<file path="config.mk">
export PLATFORM = sky130hd
export DESIGN_NAME = som_bmu_lane
export DESIGN_NICKNAME = d
export VERILOG_FILES = /design/src/rtl/core/som_bmu_pkg.sv /design/src/rtl/core/som_bmu_lane.sv
export SDC_FILE = /design/constraint.sdc
export NUM_CORES = 2
export LEC_CHECK = 0
export CAP_MARGIN = 20
export CORE_MARGIN = 2
export CORE_UTILIZATION = 62
export DETAILED_ROUTE_END_ITERATION = 12
export DONT_BUFFER_PORTS = 1
export PLACE_DENSITY = 0.78
export SKIP_CTS_REPAIR_TIMING = 1
export SLEW_MARGIN = 20
export SYNTH_ARGS = -nofsm -noshare
export SYNTH_HDL_FRONTEND = slang
export SYNTH_SLANG_ARGS = --single-unit
</file>
<file path="constraint.sdc">
create_clock -name clock -period 14.9 [get_ports clock]
set_clock_uncertainty 0.15 [all_clocks]
set_input_delay 0.745 -clock clock [delete_from_list [all_inputs] [get_ports clock]]
set_output_delay 0.745 -clock clock [all_outputs]
set_load 0.01 [all_outputs]
</file>
<file path="src/rtl/core/som_bmu_pkg.sv">
// ----------------------------------------------------------------------------
// som_bmu_pkg
// Shared constants, types and field positions for the best matching unit
// classifier: neuron count, fixed-point widths, register indexes and the
// packing of the request and response beats.
// ----------------------------------------------------------------------------
package som_bmu_pkg;

   // map size and feature count
   localparam int NEURONS  = 512;
   localparam int FEATURES = 4;
   localparam int ADDR_W   = $clog2(NEURONS);

   // fixed-point widths
   localparam int FEAT_W   = 32;                 // raw feature, Q16.16
   localparam int SCALE_W  = 24;                 // reciprocal range, Q8.16
   localparam int WEIGHT_W = 18;                 // normalized value, Q2.16
   localparam int LABEL_W  = 2;
   localparam int INDEX_W  = 9;
   localparam int DIFF_W   = FEAT_W + 1;
   localparam int PROD_W   = 58;                 // full scaled product with rounding
   localparam int SQ_W     = 36;                 // square of a 19-bit difference
   localparam int DIST_W   = SQ_W + $clog2(FEATURES);

   // one memory entry: four weights with the label on top
   localparam int MEM_W    = FEATURES * WEIGHT_W + LABEL_W;

   // saturation and rounding of the scaled product
   localparam logic signed [PROD_W-1:0] P_SAT_HI    = 58'sd8589934592;
   localparam logic signed [PROD_W-1:0] P_SAT_LO    = -58'sd4294967296;
   localparam logic signed [PROD_W-1:0] ROUND_HALF  = 58'sd32768;
   localparam logic signed [WEIGHT_W-1:0] SAT_HIGH  = 18'sd131071;
   localparam logic signed [WEIGHT_W-1:0] SAT_LOW   = -18'sd65536;

   // configuration port
   localparam int CSR_ADDR_W = 3;
   localparam int CSR_DATA_W = 32;
   localparam logic [CSR_ADDR_W-1:0] CSR_OFFSET_HR  = 3'd0;
   localparam logic [CSR_ADDR_W-1:0] CSR_OFFSET_VAR = 3'd1;
   localparam logic [CSR_ADDR_W-1:0] CSR_OFFSET_PC  = 3'd2;
   localparam logic [CSR_ADDR_W-1:0] CSR_OFFSET_RR  = 3'd3;
   localparam logic [CSR_ADDR_W-1:0] CSR_SCALE_HR   = 3'd4;
   localparam logic [CSR_ADDR_W-1:0] CSR_SCALE_VAR  = 3'd5;
   localparam logic [CSR_ADDR_W-1:0] CSR_SCALE_PC   = 3'd6;
   localparam logic [CSR_ADDR_W-1:0] CSR_SCALE_RR   = 3'd7;

   // item kind carried in req_tuser
   localparam logic MODE_LOAD     = 1'b0;
   localparam logic MODE_CLASSIFY = 1'b1;

   // request beat packing
   localparam int REQ_IDX_LSB   = 0;
   localparam int REQ_W_LSB     = REQ_IDX_LSB + INDEX_W;
   localparam int REQ_LABEL_LSB = REQ_W_LSB + FEATURES * WEIGHT_W;
   localparam int REQ_F_LSB     = REQ_LABEL_LSB + LABEL_W;
   localparam int REQ_DATA_W    = ((REQ_F_LSB + FEATURES * FEAT_W + 7) / 8) * 8;

   // response beat packing
   localparam int RSP_LABEL_LSB = 0;
   localparam int RSP_IDX_LSB   = RSP_LABEL_LSB + LABEL_W;
   localparam int RSP_DATA_W    = ((RSP_IDX_LSB + INDEX_W + 7) / 8) * 8;

   typedef logic [SQ_W-1:0] sq_type;

   // tag that travels with each neuron through the scan pipeline
   typedef struct packed {
      logic               valid;
      logic               first;
      logic               last;
      logic [ADDR_W-1:0]  idx;
      logic [LABEL_W-1:0] label;
   } scan_tag_type;

endpackage

</file>
<file path="src/rtl/core/som_bmu_lane.sv">
// ----------------------------------------------------------------------------
// som_bmu_lane
// One feature lane: min-max scaling of the raw feature into Q2.16 with
// rounding and saturation, then the squared difference to the weight that
// the scan presents each cycle.
// ----------------------------------------------------------------------------
module som_bmu_lane (
   input  logic                                     clock,
   input  logic                                     start,
   input  logic signed [som_bmu_pkg::FEAT_W-1:0]    feature,
   input  logic signed [som_bmu_pkg::FEAT_W-1:0]    offset,
   input  logic        [som_bmu_pkg::SCALE_W-1:0]   scale,
   input  logic signed [som_bmu_pkg::WEIGHT_W-1:0]  weight,
   output som_bmu_pkg::sq_type                      sq
);
   import som_bmu_pkg::*;

   logic signed [DIFF_W-1:0]             diff_ff, diff_in;
   logic        [15+SCALE_W:0]           pp_lo_ff, pp_lo_in;
   logic signed [DIFF_W-16+SCALE_W:0]    pp_hi_ff, pp_hi_in;
   logic signed [PROD_W-1:0]             prod;
   logic signed [WEIGHT_W-1:0]           scaled_ff, scaled_in;
   logic signed [WEIGHT_W:0]             delta;
   logic signed [2*WEIGHT_W+1:0]         delta_sq;
   sq_type                               sq_ff, sq_in;

   // exact difference to the feature minimum, latched when a classify starts
   assign diff_in = DIFF_W'(feature) - DIFF_W'(offset);

   // product split into a low and a signed high partial product
   assign pp_lo_in = (16+SCALE_W)'(diff_ff[15:0]) * (16+SCALE_W)'(scale);
   assign pp_hi_in = (DIFF_W-15+SCALE_W)'(signed'(diff_ff[DIFF_W-1:16]))
                     * (DIFF_W-15+SCALE_W)'(signed'({1'b0, scale}));

   // recombine, round half up, saturate to [-1, 2)
   always_comb begin
      prod = (PROD_W'(pp_hi_ff) <<< 16) + signed'(PROD_W'(pp_lo_ff)) + ROUND_HALF;
      if (prod >= P_SAT_HI) begin
         scaled_in = SAT_HIGH;
      end else if (prod < P_SAT_LO) begin
         scaled_in = SAT_LOW;
      end else begin
         scaled_in = prod[16+WEIGHT_W-1:16];
      end
   end

   // squared distance component for the neuron being scanned
   assign delta    = (WEIGHT_W+1)'(scaled_ff) - (WEIGHT_W+1)'(weight);
   assign delta_sq = delta * delta;
   assign sq_in    = delta_sq[SQ_W-1:0];

   always_ff @(posedge clock) begin
      if (start) begin
         diff_ff <= diff_in;
      end
      pp_lo_ff  <= pp_lo_in;
      pp_hi_ff  <= pp_hi_in;
      scaled_ff <= scaled_in;
      sq_ff     <= sq_in;
   end

   assign sq = sq_ff;

endmodule

</file>
## After elaboration in Yosys (flattened, before gate mapping)

Cells that the tools add are included.

- Flip-flop bits (word level): 169
- Bits in latches: 0
- Memory bits (writable): 0
- ROM bits: 0
- Input bits: 108
- Output and inout bits: 36
- Word-level logic and storage cells: 17
- Memories: 0

- Add/sub/neg operators: 4
- Multipliers: 3
- Divide/modulo/power cells: 0
- $lt $le $gt $ge: 2
- Equality and inequality tests: 0
- Shifts and indexed selects: 0
- Multiplexer cells: 1
- Bitwise operators: 0
- Reduce and logical (&&, ||, !) cells: 1

Operators by type and width:

| operator | count |
|---|---|
| 58-bit by 17-bit adder with 58-bit output, second input constant | 1 |
| 58-bit by 41-bit adder with 58-bit output | 1 |
| 58-bit by 35-bit >= comparator with 1-bit output, second input constant | 1 |
| 58-bit by 33-bit < comparator with 1-bit output, second input constant | 1 |
| 17-bit by 25-bit multiplier with 42-bit output | 1 |
| 16-bit by 24-bit multiplier with 40-bit output | 1 |
| 19-bit by 19-bit multiplier with 36-bit output | 1 |
| 32-bit by 32-bit subtractor with 33-bit output | 1 |
| 18-bit by 18-bit subtractor with 19-bit output | 1 |
| 18-bit two-way mux | 1 |
| 2-bit OR reduction | 1 |

## Logic depth before layout (Yosys ltp)

- Word-level depth: 4
- Depth in mapped cells: 40
- Mapped depth without buffers: 39

## Worst setup path before layout

Ideal clock, no wire load.

- Path type: input -> register
- Start: input port weight[0] in the netlist's numbering
- End: register sq_ff[31], in the netlist sq[31]
- Setup time: 0.072 ns
- Arrival: 9.612 ns
- Required time: 14.678 ns
- Setup slack: 5.066 ns
- Stages: 39
- Path buffers: 2
- Path through: ha_1 > inv_1 > fa_1 > a21oi_1 > a2bb2oi_1 > a21oi_1 > a41o_1 > o41ai_2 > o21ai_1 > o21a_1 > or2_1 > clkbuf_1 > inv_1 > buf_2 > nand2_1 > fa_1 > inv_1 > fa_1 > [... 3 more ...] > fa_1 > fa_1 > inv_1 > fa_1 > fa_1 > inv_1 > ha_1 > a21o_1 > a211o_1 > or3_1 > a21oi_1 > nor3_1 > o31a_1 > a211oi_1 > a21oi_1 > a21o_1 > a21oi_1 > xnor2_1

- Word-level cells in the longest chain between the ends: 2

RTL lines:

| item | line | RTL |
|---|---|---|
| start: declaration | som_bmu_lane.sv:13 | `input logic signed [som_bmu_pkg::WEIGHT_W-1:0] weight,` |
| 18-bit by 18-bit subtractor with 19-bit output | som_bmu_lane.sv:48 | `assign delta = (WEIGHT_W+1)'(scaled_ff) - (WEIGHT_W+1)'(weight);` |
| 19-bit by 19-bit multiplier with 36-bit output | som_bmu_lane.sv:49 | `assign delta_sq = delta * delta;` |
| via delta_sq[31] | som_bmu_lane.sv:24 | `logic signed [2*WEIGHT_W+1:0] delta_sq;` |
| end signal: assignment | som_bmu_lane.sv:59 | `sq_ff <= sq_in;` |
| end: declaration | som_bmu_lane.sv:25 | `sq_type sq_ff, sq_in;` |

The timed path passes the listed nets, and every way through them passes these cells.
A chain may end at the register's enable or synchronous reset.

## Worst setup path in the final report

- Start: register scaled_ff[0]
- End: register sq_ff[33], in the netlist sq[33]

- Word-level cells in the longest chain between the ends: 2

RTL lines:

| item | line | RTL |
|---|---|---|
| start: declaration | som_bmu_lane.sv:22 | `logic signed [WEIGHT_W-1:0] scaled_ff, scaled_in;` |
| start signal: assignment | som_bmu_lane.sv:58 | `scaled_ff <= scaled_in;` |
| 18-bit by 18-bit subtractor with 19-bit output | som_bmu_lane.sv:48 |  |
| 19-bit by 19-bit multiplier with 36-bit output | som_bmu_lane.sv:49 |  |
| via delta_sq[33] | som_bmu_lane.sv:24 |  |

The timed path passes the listed nets, and every way through them passes these cells.

==> impl_metrics.env <==
export IMPL_antenna_cells=0
export IMPL_grt_use_total_pct=31.1
export IMPL_final_antenna_net_count=0
export IMPL_synth_nets=6446
export IMPL_core_area_um2=71400
export IMPL_synth_top_area_share_pct=43.0
export IMPL_drc=0
export IMPL_worstSetupPathType="reg2reg"
export IMPL_synth_fa_ha_area_share_pct=55.4
export IMPL_period_needed_ns=10.87
export IMPL_synth_compound_area_share_pct=7.14
export IMPL_avgSynthCellArea_um2=9.02
export IMPL_critPathArrivalTime_ns=11.15
export IMPL_endpoint_kind="flop"
export IMPL_hold_end="diff_ff[27]"
export IMPL_nNetsFinal=6319
export IMPL_hp_class="in2reg"
export IMPL_yosys_most_used_dff="dfxtp_1"
export IMPL_clock_latency_ns=0.49
export IMPL_grt_start_max_net_pins=34
export IMPL_grtUsageMet3_pct=6.02
export IMPL_htreeDepth=4
export IMPL_path_max_fanout=12
export IMPL_fill_cells=5867
export IMPL_synth_xor_area_share_pct=3.54
export IMPL_grt_busiest_layer="met2"
export IMPL_grt_pass1_vias=35500
export IMPL_start_util_pct=62.4
export IMPL_wl_per_cell_um=18.9
export IMPL_port_buffers=0
export IMPL_ys_seq_area_share_pct=7.62
export IMPL_die_w_um=272
export IMPL_ys_types=100
export IMPL_tritoncts="built"
export IMPL_drt_iter0_markers=2365
export IMPL_yosys_area_top_type="fa_1"
export IMPL_grt_setup_unrepaired="false"
export IMPL_root_buffer="clkbuf_16"
export IMPL_worst_pin_slew_ns=1.17
export IMPL_setup_viol=0
export IMPL_rrSetupSlack_ns=4.03
export IMPL_globalplace_congestion=0.955
export IMPL_num_io_pins=144
export IMPL_syn_area_um2=44600
export IMPL_reg2reg_from="scaled_ff[0]"
export IMPL_synth_warnings=0
export IMPL_slew_headroom_pct=21.7
export IMPL_start_kind="flop"
export IMPL_async_reset_ff_share_pct=0
export IMPL_critical_path_top_delay_family="adder cells"
export IMPL_cts_buffers=17
export IMPL_grt_use_met1_pct=39.1
export IMPL_via_per_inst=5.67
export IMPL_max_stage_delay_ns=0.57
export IMPL_synth_area_leaders="fa_1 43%, ha_1 12%, inv_1 9.6%"
export IMPL_fp_dieH_um=272
export IMPL_vias=32700
export IMPL_synth_simple_area_share_pct=14.8
export IMPL_met2_usage_pct=53.5
export IMPL_layout_commonest_cell="inv_1"
export IMPL_min_from="start"
export IMPL_antenna_found_initial=3
export IMPL_critical_path_buf_inv_count=8
export IMPL_hpwl_mm=85.3
export IMPL_drv_cap=0
export IMPL_dieArea_um2=74000
export IMPL_period_share_pct=73.0
export IMPL_num_rows=98
export IMPL_cts_sinks=153
export IMPL_grt_pass1_wl_mm=180
export IMPL_flow_area_growth_from_synthesis_pct=2.94
export IMPL_grt_overflow=0
export IMPL_drv_slew=0
export IMPL_whs_path_depth=0
export IMPL_reg2reg_to="sq[33]"
export IMPL_max_freq_mhz=92.0
export IMPL_crit_slowest_cell="fa_1"
export IMPL_synth_edf_count=33
export IMPL_wl_mm=109
export IMPL_final_cell_mix="1139 x inv_1, 957 x fa_1, 690 x nand2_1"
export IMPL_drive_above_1_share_pct=2.69
export IMPL_final_hold_viol_count=0
export IMPL_clock_path_buffers=2
export IMPL_fin_tns_setup_ns=0
export IMPL_synth_top_family_by_area="adder cells"
export IMPL_cp_data_required_time_ns=15.18
export IMPL_path_clk_slew_ns=0.08
export IMPL_status="finished clean"
export IMPL_ys_ff_latch=153
export IMPL_r2r_cells=38
export IMPL_synthCells=4940
export IMPL_synth_mux_area_share_pct=0.143
export IMPL_drtPass1Iterations=5
-- layer usage --
| metal | vias up | wire length [µm] |
|---|---|---|
| met5 | - | 27 |
| met4 | 4 | 4120 |
| met3 | 287 | 9580 |
| met2 | 1429 | 53300 |
| met1 | 16400 | 42100 |
| li1 | 14600 | - |
-- cells in the mapped netlist, types with 6 or more instances --
| master | count |
|---|---|
| a21boi_0 | 6 |
| nand3_1 | 45 |
| or2_2 | 7 |
| a21o_1 | 65 |
| nor2b_1 | 26 |
| a31o_2 | 6 |
| and3_1 | 22 |
| nor2_1 | 188 |
| o21ai_0 | 71 |
| a21oi_1 | 135 |
| o21ai_1 | 9 |
| xor2_1 | 48 |
| inv_1 | 1139 |
| a211o_1 | 7 |
| nand4_1 | 17 |
| nor3_1 | 45 |
| nor3b_1 | 6 |
| clkbuf_1 | 164 |
| o31ai_1 | 9 |
| xnor2_1 | 130 |
| o21ai_2 | 11 |
| dfxtp_1 | 120 |
| ha_1 | 441 |
| o211ai_1 | 10 |
| fa_1 | 957 |
| o21bai_1 | 22 |
| o21a_1 | 22 |
| nand2_1 | 690 |
| nand2b_1 | 47 |
| edfxtp_1 | 33 |
| a211oi_1 | 15 |
| and2_1 | 288 |
| or3_1 | 7 |
| a31oi_1 | 14 |
-- area by class of cell --
type	instances	area (µm²)	area share, %
Inverter	1148	4310	9.40
Tap cell	950	1190	2.59
Clock inverter	13	154	0.336
Clock buffer	19	454	0.990
Timing Repair Buffer	34	255	0.557
Sequential cell	153	3390	7.40
Multi-Input combinational cell	3459	36100	78.7
-- flip-flops by register name, indices dropped and copies added, names as in the netlist --
| name | count |
|---|---|
| pp_hi_ff | 42 |
| sq | 35 |
| diff_ff | 33 |
| pp_lo_ff | 25 |
| scaled_ff | 18 |
-- stage by stage --
stage / utilization (%) / cell area, µm² / worst slack (ns) / hold slack [ns] / cells
2_1_floorplan: - / 44600 / 5.07 / 0.332 / 4940
3_3_place_gp: 63.4 / 45200 / 3.80 / 0.390 / 5744
3_5_place_dp: 63.4 / 45200 / 3.59 / 0.382 / 5744
4_1_cts: 64.3 / 45900 / 4.06 / 0.193 / 5776
5_1_grt: 64.3 / 45900 / 3.54 / 0.194 / 5776
6_report: 64.3 / 45900 / 4.03 / 0.216 / 5776
-- worst register-to-register path, delay by kind of cell, from the launching register on --
family | cells | cell delay (ns)
AO/OA/AOI/OAI | 15 | 4.09
AND/OR/NAND/NOR | 4 | 0.94
XOR/XNOR | 1 | 0.13
buffers and inverters | 8 | 0.75
adder cells (fa/ha/maj) | 10 | 4.42
flip-flops | 1 | 0.30
-- worst max-delay path by stage --
| stage | start | to | slack [ns] | cells after the start |
|---|---|---|---|---|
| after CTS | scaled_ff[1] | sq[35] | 4.06 | 35 |
| after global routing | scaled_ff[0] | sq[35] | 3.54 | 39 |
| after floorplan | weight[0] | sq[31] | 5.07 | 39 |
| after detailed placement | weight[1] | sq[31] | 3.59 | 36 |
| final | scaled_ff[0] | sq[33] | 4.03 | 38 |
| after global placement | weight[1] | sq[33] | 3.80 | 36 |
-- logic make-up (layout without fill, tap and decap cells) --
kind of cell,after synthesis,after routing
and+or+nand+nor,1410,1410
buffers and inverters,1328,1214
xor gates and xnor gates,179,179
adders and majority gates,1398,1398
DFF,153,153
other,1,1
AOI/OAI and AO/OA,465,465
muxes,6,6
Power is left out: the tool's default activity adds up to more than one toggle a clock period on the data nets, which glitch-free logic cannot reach.
