## config.mk

```make
export PLATFORM = sky130hd
export DESIGN_NAME = som_bmu_merge
export DESIGN_NICKNAME = d
export VERILOG_FILES = /design/src/rtl/core/som_bmu_pkg.sv /design/src/rtl/core/som_bmu_merge.sv
export SDC_FILE = /design/constraint.sdc
export NUM_CORES = 1
export LEC_CHECK = 0
export BUFFER_PORTS_ARGS = -buffer_cell sky130_fd_sc_hd__buf_2
export CAP_MARGIN = 40
export CORE_ASPECT_RATIO = 0.9
export CORE_UTILIZATION = 57
export CTS_BUF_LIST = sky130_fd_sc_hd__clkbuf_4 sky130_fd_sc_hd__clkbuf_8
export CTS_CLUSTER_SIZE = 24
export DETAILED_ROUTE_END_ITERATION = 6
export PLACE_DENSITY = 0.91
export REMOVE_ABC_BUFFERS = 1
export SLEW_MARGIN = 10
export SYNTH_ARGS = -nofsm -noshare
export SYNTH_HDL_FRONTEND = slang
export SYNTH_SLANG_ARGS = --single-unit
```

## constraint.sdc

```tcl
create_clock -name clock -period 5.3 [get_ports clock]
set_input_delay 0.795 -clock clock [delete_from_list [all_inputs] [get_ports clock]]
set_output_delay 0.795 -clock clock [all_outputs]
set_load 0.01 [all_outputs]
```

## src/rtl/core/som_bmu_pkg.sv

```systemverilog
// ----------------------------------------------------------------------------
// som_bmu_pkg
// Shared constants, types and field positions for the best matching unit
// classifier: neuron count, fixed-point widths, register indexes and the
// packing of the request and response beats.
// ----------------------------------------------------------------------------
package som_bmu_pkg;

   // map size and feature count
   localparam int NEURONS  = 512;
   localparam int FEATURES = 4;
   localparam int ADDR_W   = $clog2(NEURONS);

   // fixed-point widths
   localparam int FEAT_W   = 32;                 // raw feature, Q16.16
   localparam int SCALE_W  = 24;                 // reciprocal range, Q8.16
   localparam int WEIGHT_W = 18;                 // normalized value, Q2.16
   localparam int LABEL_W  = 2;
   localparam int INDEX_W  = 9;
   localparam int DIFF_W   = FEAT_W + 1;
   localparam int PROD_W   = 58;                 // full scaled product with rounding
   localparam int SQ_W     = 36;                 // square of a 19-bit difference
   localparam int DIST_W   = SQ_W + $clog2(FEATURES);

   // one memory entry: four weights with the label on top
   localparam int MEM_W    = FEATURES * WEIGHT_W + LABEL_W;

   // saturation and rounding of the scaled product
   localparam logic signed [PROD_W-1:0] P_SAT_HI    = 58'sd8589934592;
   localparam logic signed [PROD_W-1:0] P_SAT_LO    = -58'sd4294967296;
   localparam logic signed [PROD_W-1:0] ROUND_HALF  = 58'sd32768;
   localparam logic signed [WEIGHT_W-1:0] SAT_HIGH  = 18'sd131071;
   localparam logic signed [WEIGHT_W-1:0] SAT_LOW   = -18'sd65536;

   // configuration port
   localparam int CSR_ADDR_W = 3;
   localparam int CSR_DATA_W = 32;
   localparam logic [CSR_ADDR_W-1:0] CSR_OFFSET_HR  = 3'd0;
   localparam logic [CSR_ADDR_W-1:0] CSR_OFFSET_VAR = 3'd1;
   localparam logic [CSR_ADDR_W-1:0] CSR_OFFSET_PC  = 3'd2;
   localparam logic [CSR_ADDR_W-1:0] CSR_OFFSET_RR  = 3'd3;
   localparam logic [CSR_ADDR_W-1:0] CSR_SCALE_HR   = 3'd4;
   localparam logic [CSR_ADDR_W-1:0] CSR_SCALE_VAR  = 3'd5;
   localparam logic [CSR_ADDR_W-1:0] CSR_SCALE_PC   = 3'd6;
   localparam logic [CSR_ADDR_W-1:0] CSR_SCALE_RR   = 3'd7;

   // item kind carried in req_tuser
   localparam logic MODE_LOAD     = 1'b0;
   localparam logic MODE_CLASSIFY = 1'b1;

   // request beat packing
   localparam int REQ_IDX_LSB   = 0;
   localparam int REQ_W_LSB     = REQ_IDX_LSB + INDEX_W;
   localparam int REQ_LABEL_LSB = REQ_W_LSB + FEATURES * WEIGHT_W;
   localparam int REQ_F_LSB     = REQ_LABEL_LSB + LABEL_W;
   localparam int REQ_DATA_W    = ((REQ_F_LSB + FEATURES * FEAT_W + 7) / 8) * 8;

   // response beat packing
   localparam int RSP_LABEL_LSB = 0;
   localparam int RSP_IDX_LSB   = RSP_LABEL_LSB + LABEL_W;
   localparam int RSP_DATA_W    = ((RSP_IDX_LSB + INDEX_W + 7) / 8) * 8;

   typedef logic [SQ_W-1:0] sq_type;

   // tag that travels with each neuron through the scan pipeline
   typedef struct packed {
      logic               valid;
      logic               first;
      logic               last;
      logic [ADDR_W-1:0]  idx;
      logic [LABEL_W-1:0] label;
   } scan_tag_type;

endpackage

```

## src/rtl/core/som_bmu_merge.sv

```systemverilog
// ----------------------------------------------------------------------------
// som_bmu_merge
// Adds the lane squares into one distance per neuron and keeps the running
// minimum; the lowest index wins a tie. Pulses done with the winner after
// the last neuron has been compared.
// ----------------------------------------------------------------------------
module som_bmu_merge (
   input  logic                                clock,
   input  logic                                reset,
   input  som_bmu_pkg::sq_type                 sq [som_bmu_pkg::FEATURES],
   input  som_bmu_pkg::scan_tag_type           tag,
   output logic                                done,
   output logic [som_bmu_pkg::ADDR_W-1:0]      best_idx,
   output logic [som_bmu_pkg::LABEL_W-1:0]     best_label
);
   import som_bmu_pkg::*;

   logic [DIST_W-1:0]   sum_ff, sum_in;
   scan_tag_type        tag_ff;
   logic [DIST_W-1:0]   best_dist_ff;
   logic [ADDR_W-1:0]   best_idx_ff;
   logic [LABEL_W-1:0]  best_label_ff;
   logic                done_ff;
   logic                take;

   // sum of the lane squares
   always_comb begin
      sum_in = '0;
      for (int f = 0; f < FEATURES; f++) begin
         sum_in = sum_in + DIST_W'(sq[f]);
      end
   end

   // strict compare keeps the earlier neuron on a tie
   assign take = tag_ff.valid && (tag_ff.first || (sum_ff < best_dist_ff));

   always_ff @(posedge clock) begin
      if (reset) begin
         tag_ff.valid <= 1'b0;
         done_ff      <= 1'b0;
      end else begin
         tag_ff.valid <= tag.valid;
         done_ff      <= tag_ff.valid && tag_ff.last;
      end
      tag_ff.first <= tag.first;
      tag_ff.last  <= tag.last;
      tag_ff.idx   <= tag.idx;
      tag_ff.label <= tag.label;
      sum_ff       <= sum_in;
      if (take) begin
         best_dist_ff  <= sum_ff;
         best_idx_ff   <= tag_ff.idx;
         best_label_ff <= tag_ff.label;
      end
   end

   assign done       = done_ff;
   assign best_idx   = best_idx_ff;
   assign best_label = best_label_ff;

endmodule

```

* After elaboration in Yosys (flattened, before gate mapping)
Index checks and enable logic that the tools add are counted.
** Cells by class
- $add $sub $neg :: 3
- Order comparisons :: 1
- Reduce and logical (&&, ||, !) cells :: 3
** Operators with widths (count)
- adder 37 x 36 -> 38 bit :: 1
- adder 38 x 36 -> 38 bit :: 1
- less-than comparator 38 bit :: 1
- adder 36 x 36 -> 37 bit :: 1
- logical AND 1 bit :: 2
- logical OR 1 bit :: 1
** Word-level totals
- Bits in registers :: 102
- Bits of input ports :: 160
- Output and inout bits :: 12
- Logic and storage cells :: 17

* Depth between registers and ports, before layout
Gate-level depths: netlist (run 1).
- Depth in word-level cells :: 3
- Depth in mapped cells :: 14
- Depth with buffers taken out :: 14

* Worst setup path after synthesis (run 1)
Ideal clock, no wire load.
- Path kind :: register to register
- From :: register best_dist_ff[15]
- To :: register best_dist_ff[0], enable pin
- Library setup time :: 462 ps
- Arrival :: 3876 ps
- Data required time :: 4838 ps
- Setup slack :: 962 ps
- Stages on the path, launching flop included :: 11
- Buffers on the path :: 0
- Period minus slack after synthesis :: 4338 ps
- Cell sequence :: edfxtp_1 -> inv_1 -> ha_1 -> a21o_1 -> a21o_1 -> a21oi_1 -> o21ai_0 -> a221o_1 -> a31oi_1 -> nor3_1 -> o21ai_1
** On the way
- Longest elaborated chain between the ends :: 3
** Ends and longest elaborated chain
- start, declared :: RTL line som_bmu_merge.sv:20 : logic [DIST_W-1:0] best_dist_ff;
- start signal, assigned :: RTL line som_bmu_merge.sv:51 : best_dist_ff <= sum_ff;
- less-than comparator 38 bit :: RTL line som_bmu_merge.sv:35 : assign take = tag_ff.valid && (tag_ff.first || (sum_ff < best_dist_ff));
- logical OR 1 bit :: RTL line som_bmu_merge.sv:35
- logical AND 1 bit :: RTL line som_bmu_merge.sv:35
- named net take :: RTL line som_bmu_merge.sv:24 : logic take;
The timed path passes the listed nets, and every way through them passes these cells.
A chain may end at the register's enable or synchronous reset.

* Worst setup path in the final report (run 1)
- From :: input sq[1] in the netlist's numbering
- To :: register sum_ff[35]
** On the way
- Longest elaborated chain between the ends :: 1
** Ends and longest elaborated chain
- start, declared :: RTL line som_bmu_merge.sv:10 : input som_bmu_pkg::sq_type sq [som_bmu_pkg::FEATURES],
- adder 38 x 36 -> 38 bit :: RTL line som_bmu_merge.sv:30 : sum_in = sum_in + DIST_W'(sq[f]);
- named net sum_in[35] :: RTL line som_bmu_merge.sv:18 : logic [DIST_W-1:0] sum_ff, sum_in;
- end signal, assigned :: RTL line som_bmu_merge.sv:49 : sum_ff <= sum_in;
- end, declared :: RTL line som_bmu_merge.sv:18
The timed path passes the listed nets, and every way through them passes these cells.

==> results of run 1 <==
==> worst min-delay path by stage <==
stage	from	end	slack, ps	cells after the start
after floorplan	tag_ff[2]	best_idx[0]	390	0
after global placement	tag_ff[4]	best_idx[2]	390	0
after detailed placement	tag_ff[7]	best_idx[5]	390	0
after CTS	tag_ff[7]	best_idx[5]	410	0
after global routing	tag_ff[8]	best_idx[6]	420	0
final	tag_ff[8]	best_idx[6]	410	0
==> per-stage QoR <==
| step | hold slack, ps | utilization, % | total power (W) | std cells |
|---|---|---|---|---|
| after floorplan | 386 | - | 0.00267 | 754 |
| after global placement | 386 | 67.3 | 0.00304 | 1090 |
| after detailed placement | 389 | 67.6 | 0.00316 | 1091 |
| after CTS | 411 | 69.2 | 0.00369 | 1107 |
| after global routing | 421 | 69.2 | 0.00402 | 1107 |
| final | 408 | 69.2 | 0.00369 | 1107 |
==> placed cells by master, fill, tap and decap left out, types with 12 or more instances in the layout <==
cell	synthesis	routed
a21oi_1	37	37
dfxtp_1	53	53
nor2_1	20	20
nand2_1	26	26
buf_2	1	171
xnor2_1	19	19
inv_1	234	234
ha_1	74	74
fa_1	72	72
nand4_1	12	12
xor2_1	13	13
a21o_1	38	38
edfxtp_1	49	49
==> logic make-up after synthesis <==
logic type      synth area share, %
flops                          33.4
simple gates                   6.41
compound gates                 13.4
buf+inv                        12.0
xor+xnor                       3.69
fa+ha+maj                      31.2
==> power breakdown <==
part           internal, W  switching [W]
Clock             0.000226       0.000274
Combinational     0.000848        0.00107
Sequential         0.00115       0.000125
==> routing by layer <==
| layer | global-route usage [%] | wire length (µm) |
|---|---|---|
| met2 | 40.6 | 7150 |
| met5 | 0 | 0 |
| met3 | 3.94 | 721 |
| met4 | 7.39 | 360 |
| met1 | 27.5 | 6020 |
==> registers in the layout, summed over array words and instances (netlist names) <==
signal        count
best_dist_ff     38
sum_ff           38
tag_ff           14
best_idx          9
best_label        2
done              1
==> worst register-to-register path, cell delays in order (launching register included) <==
cell and delay, ps:
edfxtp_1 380, inv_1 70, ha_1 240, a21o_1 190
a21o_1 170, a21oi_1 150, o21ai_0 140, a221o_1 370
a31oi_1 210, nor3_1 110, o21ai_4 390, buf_4 380
==> final cells by class <==
class	count	area, µm²
tap	164	205
sequential	102	2530
inverter	235	882
timing repair buffer	173	891
clock inverter	7	82.6
clock buffer	9	124
fill	959	3960
multi-input combinational	417	4160
==> key figures, run 1 <==
CTS
  – Post_cts resized: 0
  – Clock latency at the later pin of the worst-skew pair: 370 ps
  – Setup bufs post-CTS: 0
  – Clock buffer depth: 2
  – Worst-path clk slew: 100 ps
  – Clock tree from TritonCTS: yes
  – Clock sink count: 102
  – CTS Buf Count: 9
  – Clock Tree Root: clkbuf_8
  – Quantity of hold-fixing buffers added after cts: 0
  – H-tree depth: 3

Logic synthesis
  – Syn avg cell area: 9.97 µm²
  – Mapped Area: 7590 µm²
  – Syn. warnings: 0
  – Register bit total from synthesis: 102
  – Number of enable flip-flop cells after synthesis: 49
  – Share of async-settable or async-resettable flops after synthesis: 0%
  – Primary FF master, synth: dfxtp_1
  – Cell with the most instances after synthesis: inv_1
  – Distinct cells, synth: 55
  – Post-synthesis sequential area ratio: 33.4%
  – Cells after synthesis: 761
  – Yosys top cell by area: edfxtp_1
  – Commonest cells post-synth: inv_1, ha_1, fa_1, dfxtp_1, edfxtp_1
  – Area contributors post-synth: edfxtp_1, fa_1, dfxtp_1
  – Synth top area share: 19.4%

Floorplanning
  – Die Height: 111 µm
  – Core Region: 12800 µm²
  – Die area: 13800 µm²
  – I/O pin cnt: 172
  – Initial Util: 59.1%
  – Die X: 124 µm
  – Row count: 39

Critical path
  – Worst path cell trace: buf_2 > inv_1 > fa_1 > inv_1 > fa_1 > ha_1 > fa_1 > a21oi_1 > nor2b_1 > a221oi_2 > o311ai_1 > a221oi_2 > nor4_1 > nor3_1 > xnor2_1
  – R2r endpoint: best_dist_ff[4]
  – Arr. time, crit path: 4430 ps
  – CP Capture Point: sum_ff[35]
  – Crit Path Class: input port to flip-flop
  – Crit-path most repeated cell: fa_1
  – Crit-path max FO: 3
  – Buffers & Inverters on Critical Path: 3
  – Reg2Reg Depth: 11
  – Crit path depth: 15
  – Crit end category: flip-flop
  – CP top delay family: adder cells
  – Max stage delay on crit path: 530 ps
  – Flop-to-flop setup slack: 2180 ps
  – CP startpoint kind: input port
  – Slowest-stage cell, CP: fa_1
  – Worst path required time: 5600 ps
  – RR Startpoint: best_dist_ff[15]
  – CP startpoint: sq[1]

STA
  – Final min period: 4130 ps
  – Setup ws final: 1170 ps
  – Max Clock Freq: 242 MHz
  – Max Slew Vio Count: 0
  – Slew HR: 61.8%
  – Fin Setup TNS: 0 ps
  – Clk_skew: 13.8 ps
  – Final Cycle Share: 77.8%
  – Worst Max-Slew Pin Slew: 565 ps
  – RSZ-0062 raised after global routing: no
  – Final setup violation count: 0
  – Final hold vios: 0

Final layout
  – Share of layout cells above drive strength 1: 22.0%
  – Antenna Cells: 0
  – # nets final: 1244
  – Area Overhead vs Synth: 16.9%
  – Design area: 8880 µm²

Pwr
  – PD cells: 415 nW/µm²
  – Static Leakage: 4.84 nW
  – VDD IR max: 0.195 mV

Detailed routing
  – Routed vias/inst: 5.12
  – Post-route DRC: 0
  – WL per Instance: 12.9 µm
  – Total vias in the final route: 5671
  – DR iter-0 viols: 312
  – DRT Wirelength: 14200 µm
  – ANT nets after route: 0
  – TritonRoute pass-1 iters: 5

Global routing
  – Largest net degree at the start of global routing: 22
  – Global-route wire length before repair: 25000 µm
  – Vias in the first global route: 5959
  – Initial antenna violation count: 0
  – Overflow left after global routing: 0
  – GRT Resource Usage Total: 22.8%

Status
  – Status: finished clean

Placed design
  – GP Congestion: 0.899
  – Hpwl dp: 11700 µm
  – Post-Place Cell Area: 8670 µm²
  – Port bufs: 171
  – Place WS: 842 ps

Run
  – Reported max-cap violation count: 0

Hold path
  – Worst hold-check path type: flip-flop to flip-flop
(Power assumes the default switching activity.)
==> run 2, diff against run 1 <==
- clock period: 5.3 -> 3.9 ns (I/O delays scaled with it)
==> key figures, run 2 (same netlist as run 1, synthesis figures left out) <==
CTS
  – Quantity of hold-fixing buffers added after cts: 0 (unchanged)
  – Clock buffer depth: 2 (unchanged)
  – Clock Tree Root: clkbuf_8 (unchanged)
  – Worst-path clk slew: 100 ps (about the same)
  – CTS Buf Count: 9 (unchanged)
  – Setup bufs post-CTS: 0 (unchanged)
  – Clock latency at the later pin of the worst-skew pair: 360 ps (was 370 ps)
  – H-tree depth: 3 (unchanged)
  – Clock tree from TritonCTS: yes (unchanged)
  – Clock sink count: 102 (unchanged)

Critical path
  – Slowest-stage cell, CP: fa_1 (unchanged)
  – Buffers & Inverters on Critical Path: 4 (was 3)
  – Crit-path max FO: 3 (unchanged)
  – CP startpoint kind: input port (unchanged)
  – Max stage delay on crit path: 540 ps (was 530 ps)
  – Crit end category: flip-flop (unchanged)
  – Worst path required time: 4180 ps (was 5600 ps)
  – CP top delay family: adder cells (unchanged)
  – Flop-to-flop setup slack: 840 ps (was 2180 ps)
  – Crit path depth: 16 (was 15)
  – Worst path cell trace: buf_2 > inv_1 > fa_1 > inv_1 > fa_1 > ha_1 > fa_2 > a21oi_1 > nor2b_1 > a221oi_2 > buf_4 > o311ai_2 > a221oi_2 > nor4_1 > nor3_1 > xnor2_1 (was buf_2 > inv_1 > fa_1 > inv_1 > fa_1 > ha_1 > fa_1 > a21oi_1 > nor2b_1 > a221oi_2 > o311ai_1 > a221oi_2 > nor4_1 > nor3_1 > xnor2_1)
  – Reg2Reg Depth: 11 (unchanged)
  – Arr. time, crit path: 4040 ps (was 4430 ps)
  – Crit Path Class: input port to flip-flop (unchanged)

Global routing
  – Vias in the first global route: 5763 (was 5959)
  – GRT Resource Usage Total: 21.8% (was 22.8%)
  – Initial antenna violation count: 0 (unchanged)
  – Largest net degree at the start of global routing: 36 (was 22)
  – Global-route wire length before repair: 24200 µm (was 25000 µm)
  – Overflow left after global routing: 0 (unchanged)

STA
  – Clk_skew: 12.2 ps (was 13.8 ps)
  – Final setup violation count: 0 (unchanged)
  – RSZ-0062 raised after global routing: no (unchanged)
  – Fin Setup TNS: 0 ps (unchanged)
  – Max Clock Freq: 266 MHz
  – Final hold vios: 0 (unchanged)
  – Final hold slack: 323 ps (was 408 ps)
  – Final Cycle Share: 96.4%
  – Max Slew Vio Count: 0 (unchanged)
  – Final min period: 3760 ps
  – Worst Max-Slew Pin Slew: 542 ps (was 565 ps)
  – Slew HR: 63.7% (was 61.8%)

Final layout
  – Most frequent cells in the layout: inv_1, buf_2, ha_1, fa_1, dfxtp_1 (unchanged)
  – Antenna Cells: 0 (unchanged)
  – Share of layout cells above drive strength 1: 23.6% (was 22.0%)
  – Layout Utilization: 70.1% (was 69.2%)
  – Fin cells: 1125 (was 1107)
  – Commonest non-fill, non-tap cell in the layout: inv_1 (unchanged)
  – # nets final: 1262 (was 1244)
  – Design area: 8990 µm² (was 8880 µm²)
  – Area Overhead vs Synth: 18.5% (was 16.9%)
  – Largest registers: best_dist_ff x38, sum_ff x38, tag_ff x14 (unchanged)

Hold path
  – Hold path depth: 1 (was 0)
  – Worst hold-check path type: input port to flip-flop (was flip-flop to flip-flop)

Status
  – Status: finished clean (unchanged)

Detailed routing
  – Post-route DRC: 0 (unchanged)
  – Routed vias/inst: 5.02 (was 5.12)
  – Total vias in the final route: 5648 (was 5671)
  – WL per Instance: 12.3 µm (was 12.9 µm)
  – ANT nets after route: 0 (unchanged)
  – DRT Wirelength: 13800 µm (was 14200 µm)
  – TritonRoute pass-1 iters: 5 (unchanged)
  – DR iter-0 viols: 277 (was 312)

Pwr
  – Static Leakage: 4.92 nW (was 4.84 nW)
  – Comb pwr share: 53.2% (was 51.9%)
  – Sw Share: 39.5% (was 39.8%)
  – Switching power total: 0.00198 W (was 0.00147 W)
  – Clock power share: 12.4% (was 13.6%)
  – PD cells: 558 nW/µm² (was 415 nW/µm²)
  – Part of the power in registers: 34.3% (was 34.5%)
  – VDD IR max: 0.239 mV (was 0.195 mV)
  – Internal power: 0.00304 W (was 0.00222 W)

Floorplanning
  – Die X: 124 µm (unchanged)
  – Initial Util: 59.1% (unchanged)
  – Core Region: 12800 µm² (unchanged)
  – Row count: 39 (unchanged)
  – I/O pin cnt: 172 (unchanged)
  – Die area: 13800 µm² (unchanged)
  – Die Height: 111 µm (unchanged)

Placed design
  – Port bufs: 171 (unchanged)
  – Placed Cells: 1109 (was 1091)
  – Hpwl dp: 11700 µm (about the same)
  – GP Congestion: 0.892 (was 0.899)
  – Post-Place Cell Area: 8800 µm² (was 8670 µm²)

Run
  – Reported max-cap violation count: 0 (unchanged)
==> run 2: cell type report <==
| type | instances | area [µm²] |
|---|---|---|
| clock inverter | 7 | 63.8 |
| inverter | 235 | 882 |
| sequential | 102 | 2530 |
| tap | 164 | 205 |
| multi-input combinational | 417 | 4170 |
| clock buffer | 9 | 124 |
| fill | 930 | 3840 |
| timing repair buffer | 191 | 1020 |
==> run 2: worst reg2reg max path, stage by stage (launching register included) <==
cell and delay (ps):
edfxtp_1 380, inv_1 60, ha_1 230, a21o_1 200
a21o_1 180, a21oi_1 140, o21ai_0 110, a221o_1 360
a31oi_1 210, nor3_1 110, o21ai_4 450, buf_12 290
==> run 2: final timing paths <==
kind | from | endpoint
setup / recovery | sq[1] | sum_ff[35]
hold / removal | tag[3] | tag_ff[3]
setup reg to reg | best_dist_ff[15] | best_dist_ff[30]
hold reg to reg | tag_ff[9] | best_idx[7]
==> run 2: metal layers <==
| metal | track usage, % | routed length, µm | part of all wire (%) | up-vias |
|---|---|---|---|---|
| li1 | - | - | - | 2823 |
| met5 | 0 | 0 | 0 | - |
| met1 | 26.6 | 5880 | 43 | 2634 |
| met2 | 39.8 | 7060 | 51 | 179 |
| met3 | 3.94 | 730 | 5.3 | 12 |
| met4 | 4.26 | 132 | 0.96 | 0 |
==> run 2: through the flow <==
| stage | total power (W) | setup WS, ps |
|---|---|---|
| finish | 0.00502 | 140 |
| global route | 0.00550 | 20.0 |
| CTS | 0.00504 | 150 |
| detailed placement | 0.00439 | -218 |
| global placement | 0.00424 | -102 |
| floorplan | 0.00363 | -438 |
==> run 2: timing repair <==
action | in CTS | in global routing
resized for setup | 0 | 2
endpoints found under the setup margin | 0 | 2
hold endpoints to repair | 0 | 0
==> run 2: power by group through the flow <==
stage          combinational, W  sequential [W]  clock (W)
3_3_place_gp            0.00251         0.00173          0
5_1_grt                 0.00304         0.00176   0.000694
4_1_cts                 0.00267         0.00172   0.000649
6_report                0.00267         0.00172   0.000625
3_5_place_dp            0.00264         0.00174          0
2_1_floorplan           0.00193         0.00170          0
==> run 3, diff against run 2 <==
- PLACE_DENSITY: 0.91 -> not set
- PLACE_DENSITY_LB_ADDON: not set -> 0.1
- SLEW_MARGIN: 10 -> 20
==> key figures, run 3 (same netlist as run 1, synthesis figures left out) <==
STA
  – Final hold vios: 0 (unchanged)
  – Worst Max-Slew Pin Slew: 508 ps (was 542 ps)
  – Setup ws final: 209 ps (was 140 ps)
  – Final Cycle Share: 94.7% (was 96.4%)
  – Max Clock Freq: 271 MHz (was 266 MHz)
  – Final setup violation count: 0 (unchanged)
  – Clk_skew: 10.0 ps (was 12.2 ps)
  – Max Slew Vio Count: 0 (unchanged)
  – Slew HR: 65.3% (was 63.7%)
  – Final min period: 3690 ps (was 3760 ps)
  – Fin Setup TNS: 0 ps (unchanged)

Pwr
  – Sw Share: 38.2% (was 39.5%)
  – Internal power: 0.00319 W (was 0.00304 W)
  – VDD IR max: 0.246 mV (was 0.239 mV)
  – Static Leakage: 4.95 nW (was 4.92 nW)
  – Part of the power in registers: 33.5% (was 34.3%)
  – PD cells: 570 nW/µm² (was 558 nW/µm²)
  – Switching power total: 0.00197 W (was 0.00198 W)
  – Comb pwr share: 52.3% (was 53.2%)
  – Clock power share: 14.3% (was 12.4%)
  – Tot Pwr: 0.00516 W (was 0.00502 W)

CTS
  – Clock sink count: 102 (unchanged)
  – Clock buffer depth: 2 (unchanged)
  – Clock Tree Root: clkbuf_8 (unchanged)
  – Clock tree from TritonCTS: yes (unchanged)
  – Worst-path clk slew: 90 ps (was 100 ps)
  – H-tree depth: 3 (unchanged)
  – CTS Buf Count: 9 (unchanged)
  – Clock latency at the later pin of the worst-skew pair: 360 ps (about the same)
  – Quantity of hold-fixing buffers added after cts: 0 (unchanged)

Final layout
  – Area of the multi-input gates: 4170 µm² (about the same)
  – Largest registers: best_dist_ff x38, sum_ff x38, tag_ff x14 (unchanged)
  – Area Overhead vs Synth: 19.3% (was 18.5%)
  – Fillers: 1024 (was 930)
  – # nets final: 1266 (was 1262)
  – Share of layout cells above drive strength 1: 24.0% (was 23.6%)
  – Most frequent cells in the layout: inv_1, buf_2, ha_1, fa_1, dfxtp_1 (unchanged)
  – Sequential Area: 2530 µm² (unchanged)
  – Antenna Cells: 0 (unchanged)
  – Commonest non-fill, non-tap cell in the layout: inv_1 (unchanged)

Critical path
  – CP startpoint kind: input port (unchanged)
  – Crit Path Class: input port to flip-flop (unchanged)
  – Reg2Reg Depth: 10 (was 11)
  – Crit end category: flip-flop (unchanged)
  – Worst path required time: 4190 ps (was 4180 ps)
  – Arr. time, crit path: 3980 ps (was 4040 ps)
  – Crit-path max FO: 3 (unchanged)

Global routing
  – GRT Resource Usage Total: 21.7% (was 21.8%)
  – Overflow left after global routing: 0 (unchanged)
  – Vias in the first global route: 5745 (was 5763)
  – Global-route wire length before repair: 24100 µm (was 24200 µm)
  – Largest net degree at the start of global routing: 29 (was 36)
  – Initial antenna violation count: 0 (unchanged)

Detailed routing
  – Met3 Wirelength: 642 µm (was 730 µm)
  – Routed vias/inst: 4.95 (was 5.02)
  – TritonRoute pass-1 iters: 6 (was 5)
  – DR iter-0 viols: 242 (was 277)
  – Metal-1 WL: 6270 µm (was 5880 µm)
  – ANT nets after route: 0 (unchanged)
  – Top sig layer: met4 (unchanged)
  – Total vias in the final route: 5583 (was 5648)
  – Met2 routed WL: 6720 µm (was 7060 µm)
  – WL per Instance: 12.2 µm (was 12.3 µm)
  – DRT Wirelength: 13800 µm (about the same)
  – Post-route DRC: 0 (unchanged)

Floorplanning
  – I/O pin cnt: 172 (unchanged)
  – Die area: 13800 µm² (unchanged)
  – Core Region: 12800 µm² (unchanged)
  – Row count: 39 (unchanged)
  – Initial Util: 59.1% (unchanged)
  – Die Height: 111 µm (unchanged)
  – Die X: 124 µm (unchanged)

Hold path
  – Hold path depth: 1 (unchanged)
  – Worst hold-check path type: input port to flip-flop (unchanged)

Status
  – Status: finished clean (unchanged)

Run
  – Reported max-cap violation count: 0 (unchanged)

Placed design
  – Port bufs: 171 (unchanged)
  – GP Congestion: 0.824 (was 0.892)
  – Hpwl dp: 11800 µm (was 11700 µm)
  – Place WS: -240 ps (was -218 ps)
run 3: final cells by class:
type / instances / share of cell area, %
Clock inverter: 6 / 1.02
Timing Repair Buffer: 195 / 11.4
Sequential cell: 102 / 28.0
Clock buffer: 10 / 1.52
Tap cell: 164 / 2.27
Multi-Input combinational cell: 417 / 46.1
Inverter: 235 / 9.74
run 3: worst paths after layout:
check	endpoint	from	slack (ps)
max	sum_ff[35]	sq[1]	210
min	tag_ff[3]	tag[3]	320
max reg2reg	best_dist_ff[10]	best_dist_ff[1]	1040
min reg2reg	best_idx[0]	tag_ff[2]	420
run 3: repair_timing:
action,in CTS,in global routing
setup endpoints to repair,0,2
buffers inserted,0,1
gates resized for setup,0,3
run 3: layer usage:
metal	vias to the layer above	track usage (%)
met4	0	4.90
met2	161	37.8
met1	2577	28.2
met5	-	0
li1	2832	-
met3	13	3.13
run 3: power by group through the flow:
stage          Sequential [W]  Clock (W)  Combinational (W)
4_1_cts               0.00173   0.000752            0.00270
5_1_grt               0.00176   0.000793            0.00307
2_1_floorplan         0.00170          0            0.00193
6_report              0.00173   0.000736            0.00270
3_5_place_dp          0.00175          0            0.00267
3_3_place_gp          0.00173          0            0.00256
run 3: critical path: stages:
cell	delay [ps]
buf_2	80
inv_1	50
fa_1	530
inv_1	60
fa_1	460
ha_2	210
fa_2	340
a21oi_1	130
nor2b_1	90
a221oi_2	260
buf_4	170
o311ai_2	160
a221oi_2	390
nor4_1	100
nor3_1	220
xnor2_1	140
run 3: metrics by stage:
step	cells	hold WS, ps	area (µm²)	utilization, %
6_report	1129	322	9060	70.6
5_1_grt	1129	301	9060	70.6
4_1_cts	1128	311	9040	70.4
3_5_place_dp	1112	390	8810	68.6
3_3_place_gp	1112	386	8810	68.6
2_1_floorplan	754	386	7560	-
